<file path="src/sv/sme_pkg.sv">
// shared types and constants for the seniority master election block
// no dependencies; every other file except sme_ram refers to this package by scoped names
package sme_pkg;

  localparam int ID_W       = 8;
  localparam int SEC_W      = 32;
  localparam int NSEC_W     = 30;
  localparam int LIM_W      = 8;
  localparam int CNT_W      = 5;
  localparam int PSTATE_W   = 2;
  localparam int CFG_IDX_W  = 3;
  localparam int CFG_DATA_W = 32;

  // configuration register indexes
  localparam logic [CFG_IDX_W-1:0] CFG_SELF_ID        = 3'd0;
  localparam logic [CFG_IDX_W-1:0] CFG_SELF_INIT_SEC  = 3'd1;
  localparam logic [CFG_IDX_W-1:0] CFG_SELF_INIT_NSEC = 3'd2;
  localparam logic [CFG_IDX_W-1:0] CFG_PENDING_LIMIT  = 3'd3;
  localparam logic [CFG_IDX_W-1:0] CFG_SYNC_LIMIT     = 3'd4;
  localparam logic [CFG_IDX_W-1:0] CFG_NET_ATTACHED   = 3'd5;

  localparam logic MODE_PENDING = 1'b0;
  localparam logic MODE_READY   = 1'b1;

  localparam logic ACT_TICK     = 1'b0;
  localparam logic ACT_ANNOUNCE = 1'b1;

  localparam logic [PSTATE_W-1:0] PEER_READY = 2'd1;

  localparam logic [LIM_W-1:0] TICK_MAX = '1;

  typedef struct packed {
    logic                action;
    logic [ID_W-1:0]     peer_id;
    logic [PSTATE_W-1:0] peer_state;
    logic [ID_W-1:0]     peer_master_id;
    logic                peer_has_master;
    logic [SEC_W-1:0]    peer_init_sec;
    logic [NSEC_W-1:0]   peer_init_nsec;
  } in_item_t;

  typedef struct packed {
    logic             self_state;
    logic [ID_W-1:0]  master_id;
    logic             has_master;
    logic             is_master;
    logic [CNT_W-1:0] neighbour_count;
    logic             announce;
    logic             replay_request;
    logic             table_full;
  } out_item_t;

  // one neighbour table row
  typedef struct packed {
    logic [ID_W-1:0]         peer;
    logic [ID_W:0]           master;
    logic [PSTATE_W-1:0]     mode;
    logic [SEC_W+NSEC_W-1:0] start_time;
  } entry_t;

  typedef struct packed {
    logic [ID_W-1:0]   self_id;
    logic [SEC_W-1:0]  init_sec;
    logic [NSEC_W-1:0] init_nsec;
    logic [LIM_W-1:0]  pend_limit;
    logic [LIM_W-1:0]  sync_limit;
  } elect_cfg_t;

  typedef struct packed {
    logic apply;
    logic attached;
    logic detach;
  } elect_cmd_t;

  typedef struct packed {
    logic            mode;
    logic [ID_W-1:0] master;
    logic            known;
    logic            announce;
    logic            replay;
  } elect_stat_t;

  typedef struct packed {
    logic done;
    logic full;
  } tbl_stat_t;

  typedef enum logic [1:0] {
    ST_IDLE,
    ST_TABLE,
    ST_RESULT
  } top_state_t;

  typedef enum logic [1:0] {
    TS_IDLE,
    TS_SCAN,
    TS_DRAIN,
    TS_WRITE
  } tbl_state_t;

endpackage

</file>
<file path="src/sv/sme_ram.sv">
// generic single-port-write, single-port-read ram with registered read data
// no dependencies
module sme_ram #(
  parameter int WIDTH = 8,
  parameter int DEPTH = 16,
  localparam int AW = (DEPTH > 1) ? $clog2(DEPTH) : 1
) (
  input  logic             clk,
  input  logic             we,
  input  logic [AW-1:0]    waddr,
  input  logic [WIDTH-1:0] wdata,
  input  logic [AW-1:0]    raddr,
  output logic [WIDTH-1:0] rdata
);

  logic [WIDTH-1:0] mem [DEPTH];
  logic [WIDTH-1:0] rdata_r;

  always_ff @(posedge clk) begin
    if (we) begin
      mem[waddr] <= wdata;
    end
    rdata_r <= mem[raddr];
  end

  assign rdata = rdata_r;

endmodule

</file>
<file path="src/sv/sme_elect.sv">
// election state: node mode, followed master, tick counters, replay tracking
// depends on sme_pkg
module sme_elect #(
  parameter int MAX_NODES = 16,
  localparam int CW = $clog2(MAX_NODES + 1)
) (
  input  logic                  clk,
  input  logic                  rst_n,
  input  sme_pkg::elect_cfg_t   cfg,
  input  sme_pkg::elect_cmd_t   cmd,
  input  sme_pkg::in_item_t     item,
  input  logic [CW-1:0]         nb_count,
  output sme_pkg::elect_stat_t  stat
);

  logic                     mode_r, mode_nxt;
  logic [sme_pkg::ID_W-1:0] master_r, master_nxt;
  logic                     known_r, known_nxt;
  logic [sme_pkg::LIM_W-1:0] pend_r, pend_nxt;
  logic [sme_pkg::LIM_W-1:0] sync_r, sync_nxt;
  logic                     was_r, was_nxt;
  logic [CW-1:0]            last_r, last_nxt;
  logic                     ann_r, ann_nxt;
  logic                     rep_r, rep_nxt;

  logic [sme_pkg::LIM_W-1:0] pend_inc, sync_inc;
  logic                      older, self_m, self_m_nxt, peer_ready;

  assign pend_inc   = (pend_r == sme_pkg::TICK_MAX) ? pend_r : pend_r + 1'b1;
  assign sync_inc   = (sync_r == sme_pkg::TICK_MAX) ? sync_r : sync_r + 1'b1;
  assign self_m     = known_r && (master_r == cfg.self_id);
  assign peer_ready = (item.peer_state == sme_pkg::PEER_READY);
  // seconds first, nanoseconds break the tie; equal is not older
  assign older = (item.peer_init_sec < cfg.init_sec) ||
                 ((item.peer_init_sec == cfg.init_sec) &&
                  (item.peer_init_nsec < cfg.init_nsec));

  always_comb begin
    mode_nxt   = mode_r;
    master_nxt = master_r;
    known_nxt  = known_r;
    pend_nxt   = pend_r;
    sync_nxt   = sync_r;
    was_nxt    = was_r;
    last_nxt   = last_r;
    ann_nxt    = ann_r;
    rep_nxt    = rep_r;
    self_m_nxt = 1'b0;
    if (cmd.detach) begin
      mode_nxt   = sme_pkg::MODE_READY;
      master_nxt = cfg.self_id;
      known_nxt  = 1'b1;
      pend_nxt   = '0;
      sync_nxt   = '0;
    end else if (cmd.apply) begin
      ann_nxt = 1'b0;
      rep_nxt = 1'b0;
      if (cmd.attached && item.action == sme_pkg::ACT_TICK) begin
        if (mode_r == sme_pkg::MODE_PENDING) begin
          pend_nxt = pend_inc;
          if (pend_inc >= cfg.pend_limit) begin
            mode_nxt   = sme_pkg::MODE_READY;
            master_nxt = cfg.self_id;
            known_nxt  = 1'b1;
            pend_nxt   = '0;
            sync_nxt   = '0;
          end
        end else if (!self_m) begin
          sync_nxt = sync_inc;
          if (sync_inc >= cfg.sync_limit) begin
            mode_nxt   = sme_pkg::MODE_PENDING;
            master_nxt = '0;
            known_nxt  = 1'b0;
            pend_nxt   = '0;
            sync_nxt   = '0;
          end
        end
        ann_nxt    = 1'b1;
        self_m_nxt = known_nxt && (master_nxt == cfg.self_id);
        rep_nxt    = self_m_nxt && (!was_r || (last_r != nb_count));
        last_nxt   = nb_count;
        was_nxt    = self_m_nxt;
      end else if (cmd.attached) begin
        if (mode_r == sme_pkg::MODE_PENDING) begin
          if (peer_ready && item.peer_has_master) begin
            mode_nxt   = sme_pkg::MODE_READY;
            master_nxt = item.peer_master_id;
            known_nxt  = 1'b1;
            pend_nxt   = '0;
            sync_nxt   = '0;
            ann_nxt    = 1'b1;
          end
        end else if (known_r && item.peer_id == master_r) begin
          // our master speaks: either a heartbeat or it steps down
          if (peer_ready) begin
            sync_nxt = '0;
          end else begin
            mode_nxt   = sme_pkg::MODE_PENDING;
            master_nxt = '0;
            known_nxt  = 1'b0;
            pend_nxt   = '0;
            sync_nxt   = '0;
            ann_nxt    = 1'b1;
          end
        end else if (peer_ready && item.peer_has_master &&
                     (!known_r || item.peer_master_id != master_r) && older) begin
          mode_nxt   = sme_pkg::MODE_READY;
          master_nxt = item.peer_master_id;
          known_nxt  = 1'b1;
          pend_nxt   = '0;
          sync_nxt   = '0;
          ann_nxt    = 1'b1;
        end
      end
    end
  end

  always_ff @(posedge clk) begin
    if (!rst_n) begin
      mode_r   <= sme_pkg::MODE_PENDING;
      master_r <= '0;
      known_r  <= 1'b0;
      pend_r   <= '0;
      sync_r   <= '0;
      was_r    <= 1'b0;
      last_r   <= '0;
      ann_r    <= 1'b0;
      rep_r    <= 1'b0;
    end else begin
      mode_r   <= mode_nxt;
      master_r <= master_nxt;
      known_r  <= known_nxt;
      pend_r   <= pend_nxt;
      sync_r   <= sync_nxt;
      was_r    <= was_nxt;
      last_r   <= last_nxt;
      ann_r    <= ann_nxt;
      rep_r    <= rep_nxt;
    end
  end

  assign stat.mode     = mode_r;
  assign stat.master   = master_r;
  assign stat.known    = known_r;
  assign stat.announce = ann_r;
  assign stat.replay   = rep_r;

endmodule

</file>
<file path="src/sv/sme_table.sv">
// neighbour table: valid bits in flops, rows in a ram, sequential lookup then update
// depends on sme_pkg and sme_ram
module sme_table #(
  parameter int MAX_NODES = 16,
  localparam int AW = $clog2(MAX_NODES),
  localparam int CW = $clog2(MAX_NODES + 1)
) (
  input  logic                clk,
  input  logic                rst_n,
  input  logic                req,
  input  sme_pkg::in_item_t   item,
  output sme_pkg::tbl_stat_t  stat,
  output logic [CW-1:0]       count
);

  localparam logic [AW-1:0] LAST_IDX = AW'(MAX_NODES - 1);

  sme_pkg::tbl_state_t state_r, state_nxt;

  sme_pkg::in_item_t   item_r;
  logic [AW-1:0]       addr_r;
  logic                chk_on_r;
  logic [AW-1:0]       chk_idx_r;
  logic                found_r;
  logic [AW-1:0]       found_idx_r;
  logic                free_r;
  logic [AW-1:0]       free_idx_r;
  logic                full_r;
  logic [MAX_NODES-1:0] valid_r;
  logic [CW-1:0]       count_r;

  sme_pkg::entry_t     rd_entry, wr_entry;
  logic                ram_we;
  logic [AW-1:0]       slot;
  logic                gone, can_store, hit, free_here, writing;

  sme_ram #(
    .WIDTH ($bits(sme_pkg::entry_t)),
    .DEPTH (MAX_NODES)
  ) u_ram (
    .clk   (clk),
    .we    (ram_we),
    .waddr (slot),
    .wdata (wr_entry),
    .raddr (addr_r),
    .rdata (rd_entry)
  );

  // destroyed covers peer state three as well
  assign gone      = item_r.peer_state[1];
  assign can_store = found_r || free_r;
  assign slot      = found_r ? found_idx_r : free_idx_r;
  assign hit       = chk_on_r && !found_r && valid_r[chk_idx_r] &&
                     (rd_entry.peer == item_r.peer_id);
  assign free_here = (state_r == sme_pkg::TS_SCAN) && !free_r && !valid_r[addr_r];

  assign wr_entry.peer       = item_r.peer_id;
  assign wr_entry.master     = {item_r.peer_has_master, item_r.peer_master_id};
  assign wr_entry.mode       = item_r.peer_state;
  assign wr_entry.start_time = {item_r.peer_init_sec, item_r.peer_init_nsec};

  always_comb begin
    state_nxt = state_r;
    unique case (state_r)
      sme_pkg::TS_IDLE:  if (req) state_nxt = sme_pkg::TS_SCAN;
      sme_pkg::TS_SCAN:  if (addr_r == LAST_IDX) state_nxt = sme_pkg::TS_DRAIN;
      sme_pkg::TS_DRAIN: state_nxt = sme_pkg::TS_WRITE;
      sme_pkg::TS_WRITE: state_nxt = sme_pkg::TS_IDLE;
      default:           state_nxt = sme_pkg::TS_IDLE;
    endcase
  end

  always_comb begin
    writing = (state_r == sme_pkg::TS_WRITE);
    ram_we  = writing && !gone && can_store;
  end

  always_ff @(posedge clk) begin
    if (!rst_n) begin
      state_r  <= sme_pkg::TS_IDLE;
      addr_r   <= '0;
      chk_on_r <= 1'b0;
      found_r  <= 1'b0;
      free_r   <= 1'b0;
      full_r   <= 1'b0;
      valid_r  <= '0;
      count_r  <= '0;
    end else begin
      state_r  <= state_nxt;
      chk_on_r <= (state_r == sme_pkg::TS_SCAN);
      if (state_r == sme_pkg::TS_IDLE && req) begin
        addr_r  <= '0;
        found_r <= 1'b0;
        free_r  <= 1'b0;
        full_r  <= 1'b0;
      end
      if (state_r == sme_pkg::TS_SCAN && addr_r != LAST_IDX) begin
        addr_r <= addr_r + 1'b1;
      end
      if (free_here) begin
        free_r <= 1'b1;
      end
      if (hit) begin
        found_r <= 1'b1;
      end
      if (writing) begin
        if (gone) begin
          if (found_r) begin
            valid_r[found_idx_r] <= 1'b0;
            count_r              <= count_r - 1'b1;
          end
        end else if (can_store) begin
          valid_r[slot] <= 1'b1;
          if (!found_r) begin
            count_r <= count_r + 1'b1;
          end
        end else begin
          full_r <= 1'b1;
        end
      end
    end
  end

  // payload and index registers
  always_ff @(posedge clk) begin
    if (state_r == sme_pkg::TS_IDLE && req) begin
      item_r <= item;
    end
    chk_idx_r <= addr_r;
    if (free_here) begin
      free_idx_r <= addr_r;
    end
    if (hit) begin
      found_idx_r <= chk_idx_r;
    end
  end

  assign stat.done = writing;
  assign stat.full = full_r;
  assign count     = count_r;

endmodule

</file>
<file path="src/sv/seniority_master_election_top.sv">
// top level of the seniority master election block: config registers, sequencer
// depends on sme_pkg, sme_elect, sme_table (and sme_ram below it)
//
//  channel  | handshake                 | payload
//  ---------+---------------------------+----------------------------------
//  input    | start, busy               | in_item  (sme_pkg::in_item_t)
//  result   | out_valid (strobe)        | out_item (sme_pkg::out_item_t)
//  config   | cfg_valid, cfg_ready      | cfg_index, cfg_data
//
// a heartbeat tick, or any item while detached, gives its result in the cycle after it is
// accepted; busy is high for that cycle only
// a peer announcement walks the neighbour table ram one row per cycle: a read of every
// row, a drain state for the last read, a write state, then a result state; busy stays
// high throughout the walk
// reset clears the valid bits of all rows at once, so no clearing pass is needed
// the result strobe lasts one cycle; config writes are taken only while idle
// and no input is offered
module seniority_master_election_top #(
  parameter int MAX_NODES = 16
) (
  input  logic                               clk,
  input  logic                               rst_n,
  input  logic                               start,
  output logic                               busy,
  input  sme_pkg::in_item_t                  in_item,
  output logic                               out_valid,
  output sme_pkg::out_item_t                 out_item,
  input  logic                               cfg_valid,
  output logic                               cfg_ready,
  input  logic [sme_pkg::CFG_IDX_W-1:0]      cfg_index,
  input  logic [sme_pkg::CFG_DATA_W-1:0]     cfg_data
);

  localparam int CW = $clog2(MAX_NODES + 1);

  sme_pkg::top_state_t state_r, state_nxt;

  logic [sme_pkg::ID_W-1:0]   self_id_r;
  logic [sme_pkg::SEC_W-1:0]  init_sec_r;
  logic [sme_pkg::NSEC_W-1:0] init_nsec_r;
  logic [sme_pkg::LIM_W-1:0]  pend_limit_r;
  logic [sme_pkg::LIM_W-1:0]  sync_limit_r;
  logic                       attached_r;
  logic                       tbl_path_r;

  logic                  accept, cfg_we, tbl_req;
  sme_pkg::elect_cfg_t   e_cfg;
  sme_pkg::elect_cmd_t   e_cmd;
  sme_pkg::elect_stat_t  e_stat;
  sme_pkg::tbl_stat_t    t_stat;
  logic [CW-1:0]         nb_count;

  assign accept  = start && !busy;
  assign cfg_we  = cfg_valid && cfg_ready;
  assign tbl_req = accept && attached_r && (in_item.action == sme_pkg::ACT_ANNOUNCE);

  assign e_cfg.self_id    = self_id_r;
  assign e_cfg.init_sec   = init_sec_r;
  assign e_cfg.init_nsec  = init_nsec_r;
  assign e_cfg.pend_limit = pend_limit_r;
  assign e_cfg.sync_limit = sync_limit_r;

  assign e_cmd.apply    = accept;
  assign e_cmd.attached = attached_r;
  // detaching makes the node its own master at once
  assign e_cmd.detach   = cfg_we && (cfg_index == sme_pkg::CFG_NET_ATTACHED) && !cfg_data[0];

  sme_elect #(
    .MAX_NODES (MAX_NODES)
  ) u_elect (
    .clk      (clk),
    .rst_n    (rst_n),
    .cfg      (e_cfg),
    .cmd      (e_cmd),
    .item     (in_item),
    .nb_count (nb_count),
    .stat     (e_stat)
  );

  sme_table #(
    .MAX_NODES (MAX_NODES)
  ) u_table (
    .clk   (clk),
    .rst_n (rst_n),
    .req   (tbl_req),
    .item  (in_item),
    .stat  (t_stat),
    .count (nb_count)
  );

  always_comb begin
    state_nxt = state_r;
    unique case (state_r)
      sme_pkg::ST_IDLE: begin
        if (accept) begin
          state_nxt = tbl_req ? sme_pkg::ST_TABLE : sme_pkg::ST_RESULT;
        end
      end
      sme_pkg::ST_TABLE:  if (t_stat.done) state_nxt = sme_pkg::ST_RESULT;
      sme_pkg::ST_RESULT: state_nxt = sme_pkg::ST_IDLE;
      default:            state_nxt = sme_pkg::ST_IDLE;
    endcase
  end

  always_comb begin
    busy      = (state_r != sme_pkg::ST_IDLE);
    out_valid = (state_r == sme_pkg::ST_RESULT);
    // an offered input goes first, so a write never lands on the same edge
    cfg_ready = (state_r == sme_pkg::ST_IDLE) && !start;
  end

  always_ff @(posedge clk) begin
    if (!rst_n) begin
      state_r      <= sme_pkg::ST_IDLE;
      self_id_r    <= '0;
      init_sec_r   <= '0;
      init_nsec_r  <= '0;
      pend_limit_r <= sme_pkg::LIM_W'(5);
      sync_limit_r <= sme_pkg::LIM_W'(5);
      attached_r   <= 1'b1;
      tbl_path_r   <= 1'b0;
    end else begin
      state_r <= state_nxt;
      if (accept) begin
        tbl_path_r <= tbl_req;
      end
      if (cfg_we) begin
        unique case (cfg_index)
          sme_pkg::CFG_SELF_ID:        self_id_r    <= cfg_data[sme_pkg::ID_W-1:0];
          sme_pkg::CFG_SELF_INIT_SEC:  init_sec_r   <= cfg_data[sme_pkg::SEC_W-1:0];
          sme_pkg::CFG_SELF_INIT_NSEC: init_nsec_r  <= cfg_data[sme_pkg::NSEC_W-1:0];
          sme_pkg::CFG_PENDING_LIMIT:  pend_limit_r <= cfg_data[sme_pkg::LIM_W-1:0];
          sme_pkg::CFG_SYNC_LIMIT:     sync_limit_r <= cfg_data[sme_pkg::LIM_W-1:0];
          sme_pkg::CFG_NET_ATTACHED:   attached_r   <= cfg_data[0];
          default: ;
        endcase
      end
    end
  end

  always_comb begin
    out_item.self_state      = e_stat.mode;
    out_item.master_id       = e_stat.known ? e_stat.master : '0;
    out_item.has_master      = e_stat.known;
    out_item.is_master       = e_stat.known && (e_stat.master == self_id_r);
    out_item.neighbour_count = sme_pkg::CNT_W'(nb_count);
    out_item.announce        = e_stat.announce;
    out_item.replay_request  = e_stat.replay;
    out_item.table_full      = tbl_path_r && t_stat.full;
  end

endmodule

</file>
<file path="config.mk">
export PLATFORM = sky130hd
export DESIGN_NAME = seniority_master_election_top
export DESIGN_NICKNAME = d
export VERILOG_FILES = /design/src/sv/sme_pkg.sv /design/src/sv/sme_ram.sv /design/src/sv/sme_elect.sv /design/src/sv/sme_table.sv /design/src/sv/seniority_master_election_top.sv
export SDC_FILE = /design/constraint.sdc
export NUM_CORES = 1
export LEC_CHECK = 0
export ABC_AREA = 1
export ABC_CLOCK_PERIOD_IN_PS = 3000
export BUFFER_PORTS_ARGS = -buffer_cell sky130_fd_sc_hd__clkbuf_2
export CORE_UTILIZATION = 30
export CTS_BUF_LIST = sky130_fd_sc_hd__clkbuf_4 sky130_fd_sc_hd__clkbuf_8
export CTS_CLUSTER_SIZE = 24
export DETAILED_ROUTE_END_ITERATION = 7
export SKIP_CTS_REPAIR_TIMING = 1
export SLEW_MARGIN = 20
export SYNTH_ARGS = -nofsm -noshare
export SYNTH_HDL_FRONTEND = slang
export SYNTH_SLANG_ARGS = --single-unit
</file>
<file path="constraint.sdc">
create_clock -name clk -period 3 [get_ports clk]
set_clock_uncertainty 0.2 [all_clocks]
set_input_delay 0.9 -clock clk [delete_from_list [all_inputs] [get_ports clk]]
set_output_delay 0.9 -clock clk [all_outputs]
set_load 0.02 [all_outputs]
</file>
==> results_dict.tcl <==
set metrics [dict create \
    outcome "finished, violations left" \
    failed_checks "setup timing" \
    routed-wl-met2_um 22400 \
    wl_per_cell_um 16.2 \
    grt_overflow_total 0 \
    routed_wl_um 46300 \
    setup.worst_path.end_class "flop" \
    drt_pre_antenna_iters 5 \
    drv_slew 0 \
    ys.flop_type "dfxtp_1" \
    pin_count 143 \
    grt_pass1_vias 13742 \
    rr_worst_depth 23 \
    ys_ff_latch 312 \
    critPathLaunchType "flop" \
    power_density_nw_per_um2 587 \
    antenna_left 0 \
    synth_edf_count 145 \
    dp.cells 2729 \
    ys_seq_area_frac 0.487 \
    worst_r2r_endpoint "u_elect.was_r" \
    max_freq_mhz 290 \
    fillers 5282 \
    dpl_cell_area_um2 17900 \
    syn_to_final_growth_pct 25.6 \
    r2r_start "u_elect.pend_r[0]" \
    fin_crit_ps 3450 \
    min_to "init_sec_r[19]" \
    critPathKind "reg2reg" \
    dieWidth_um 232 \
    grt_first_pass_wirelength_um 71400 \
    final_cell_area_um2 19900 \
    syn-cell-area_um2 15800 \
    finalSetupViolations 28 \
    ys_async_sr_fraction 0 \
    cts_tree "done" \
    synth_top_area_cell "edfxtp_1" \
    hpwlAfterDp_um 32400 \
    clockBufferDepth 3 \
    drc 0 \
    multi_input_area_um2 7540 \
    core_um2 51700 \
    grt_max_degree 116 \
    htreeDepth 2 \
    dieArea_um2 53700 \
    dr.first_iter.drc_count 853 \
    place_congestion 0.867 \
    total_power_w 0.0117 \
    seq_area_um2 7740 \
    via_per_inst 4.93 \
    maxCapViolations 0 \
    antennaDiodeCount 0 \
    wl_met1_um 19700 \
    highest_layer "met5" \
    synthTopCellsByArea "edfxtp_1 28%, dfxtp_1 21%, ha_1 7.0%" \
    track_usage 0.167 \
    clk_root_buffer_cell "clkbuf_8" \
    min_period_over_period 1.15 \
    synth.avg_cell_area_um2 8.41 \
    ys_types 55 \
    fin_ws_ps -450 \
    antenna_found_initial 1 \
    rows 83 \
    yosysWarningCount 0 \
    clk_pin_slew_ps 60 \
    whs_path_depth 2 \
    synth_cells 1882 \
    path_max_fanout 8 \
    hold_viol 0 \
    start_util 0.306 \
    worst_pin_slew_ps 847 \
    worstPathArrival_ps 3770 \
    fin_nets 2342 \
    syn-num-nets 2092 \
    io_buffers 142 \
    peakVddDrop_uv 349 \
    stdcell_count 2853 \
    worst_ep_required_time_ps 3320 \
    die_y_um 232 \
    dr_wl_met3_um 3140 \
    clk_latency_ps 640 \
    clock-sinks 312 \
    p_leak_nw 8.20 \
    holdCritStartpoint "init_sec_r[19]" \
    vias 14070 \
    relSlewSlack 0.435 \
    rsz0062_at_grt "yes" \
    regToRegSetupSlack_ps -450 \
    synth_top_area_frac 0.275 \
    holdCritPathClass "reg2reg" \
    drive_gt1_frac 0.254 \
    numCtsBuffers 54 \
]
==> where the power goes <==
group | leakage (nW) | switching (W) | internal (W)
Combinational | 4.94 | 0.00183 | 0.00110
Clock | 0.581 | 0.00177 | 0.00214
Sequential | 2.67 | 0.000156 | 0.00467
==> flip-flops by register name, indices dropped and copies added, names as in the netlist, 5 cells and up <==
register and cells:
u_elect.last_r 5, u_elect.sync_r 8, init_nsec_r 30, self_id_r 8, u_table.count 5, u_elect.master_r 8
u_table.valid_r 16, u_table.item_r 8, pend_limit_r 8, u_elect.pend_r 8, u_table.u_ram.mem 128, sync_limit_r 8
u_table.u_ram.rdata 8, init_sec_r 32
==> per-layer routing <==
layer	up-vias	global-route usage
li1	6918	-
met1	6648	0.204
met5	-	0
met2	421	0.286
met4	2	0.0553
met3	81	0.0420
==> cell families (layout without fill, tap and decap cells) <==
logic type	count (synthesis)	count (layout)	share of synthesized area
DFF	312	312	0.487
and+or+nand+nor	652	654	0.179
buffers and inverters	314	603	0.0767
adders and majority gates	89	89	0.0709
AOI/OAI and AO/OA	493	493	0.174
xor gates and xnor gates	22	22	0.0127
==> worst max-delay path by stage <==
stage                                to  depth (start not counted)               from  slack, ps
floorplan                 u_elect.rep_r                         22  u_elect.pend_r[0]       -130
global placement    u_elect.master_r[1]                         19        in_item[13]       -370
detailed placement        u_elect.rep_r                         23  u_elect.pend_r[1]       -440
CTS                       u_elect.rep_r                         23  u_elect.pend_r[1]       -470
global route              u_elect.was_r                         23  u_elect.pend_r[0]       -620
finish                    u_elect.was_r                         23  u_elect.pend_r[0]       -450
==> cells in the final DEF (no fill, tap or decap), types with 5 or more instances in the layout <==
cell type | netlist | final
a211oi_1 | 5 | 5
o211ai_1 | 11 | 11
nor3_2 | 3 | 6
ha_1 | 88 | 83
clkbuf_8 | 0 | 60
nor2_1 | 191 | 184
nand2_4 | 2 | 12
inv_2 | 20 | 21
xor2_1 | 20 | 16
o211a_1 | 6 | 6
o221ai_1 | 24 | 24
dfxtp_4 | 0 | 10
nand4_1 | 14 | 14
nor2_2 | 11 | 16
nand2_1 | 283 | 250
o21ai_0 | 211 | 207
dfxtp_2 | 0 | 8
o22ai_1 | 12 | 12
clkinv_1 | 4 | 15
a21oi_2 | 1 | 21
nor3_1 | 22 | 16
nor2_4 | 3 | 6
or2_1 | 5 | 5
dfxtp_1 | 167 | 149
nand2_2 | 8 | 29
a221oi_1 | 5 | 5
clkbuf_2 | 0 | 140
a31oi_1 | 7 | 6
edfxtp_1 | 145 | 145
or2_2 | 6 | 6
buf_4 | 6 | 114
clkinv_2 | 0 | 5
clkbuf_4 | 0 | 17
buf_6 | 1 | 10
nand3_1 | 92 | 66
nand3_2 | 2 | 27
inv_1 | 214 | 208
a21oi_1 | 190 | 169
==> area by class of cell <==
| class | instances | area share |
|---|---|---|
| multi-input cells | 1258 | 0.379 |
| clock inverters | 20 | 0.00730 |
| repair buffers | 268 | 0.0872 |
| inverters | 238 | 0.0458 |
| well taps | 680 | 0.0428 |
| clock buffers | 77 | 0.0480 |
| flip-flops and latches | 312 | 0.390 |
==> metrics by stage <==
step	util	TNS, ps	hold WS (ps)	setup WS, ps
3_3_place_gp	0.346	-8580	233	-368
2_1_floorplan	-	-1020	164	-134
4_1_cts	0.368	-10150	232	-468
3_5_place_dp	0.346	-10000	251	-443
6_report	0.384	-9200	256	-450
5_1_grt	0.384	-13870	248	-616
==> critical path, stage by stage, from the launching register on <==
cell,delay [ps]
dfxtp_4,350
ha_4,130
nand2_2,50
or3_4,380
nor2_4,130
inv_4,60
nor2_8,170
xor2_2,220
ha_1,270
nand2_1,70
nand3_1,90
nand2_2,70
nand2_2,70
nand2_4,140
nand2_8,110
nand2_1,100
nand3_2,90
buf_4,170
a21oi_1,130
nor2_1,60
nand2_1,80
nor2_2,60
nand2_1,80
a21oi_2,50
==> synth_stat cells (all sizes together), types with 12 or more instances <==
| cell type | n |
|---|---|
| nor2 | 206 |
| dfxtp | 167 |
| o21ai | 214 |
| or2 | 12 |
| xor2 | 20 |
| o22ai | 13 |
| o221ai | 24 |
| nand4 | 14 |
| nand2 | 293 |
| nor3 | 25 |
| buf | 16 |
| clkbuf | 60 |
| ha | 88 |
| inv | 234 |
| a21oi | 192 |
| edfxtp | 145 |
| nand3 | 94 |
Note: power is estimated with default switching activity, not from simulation.
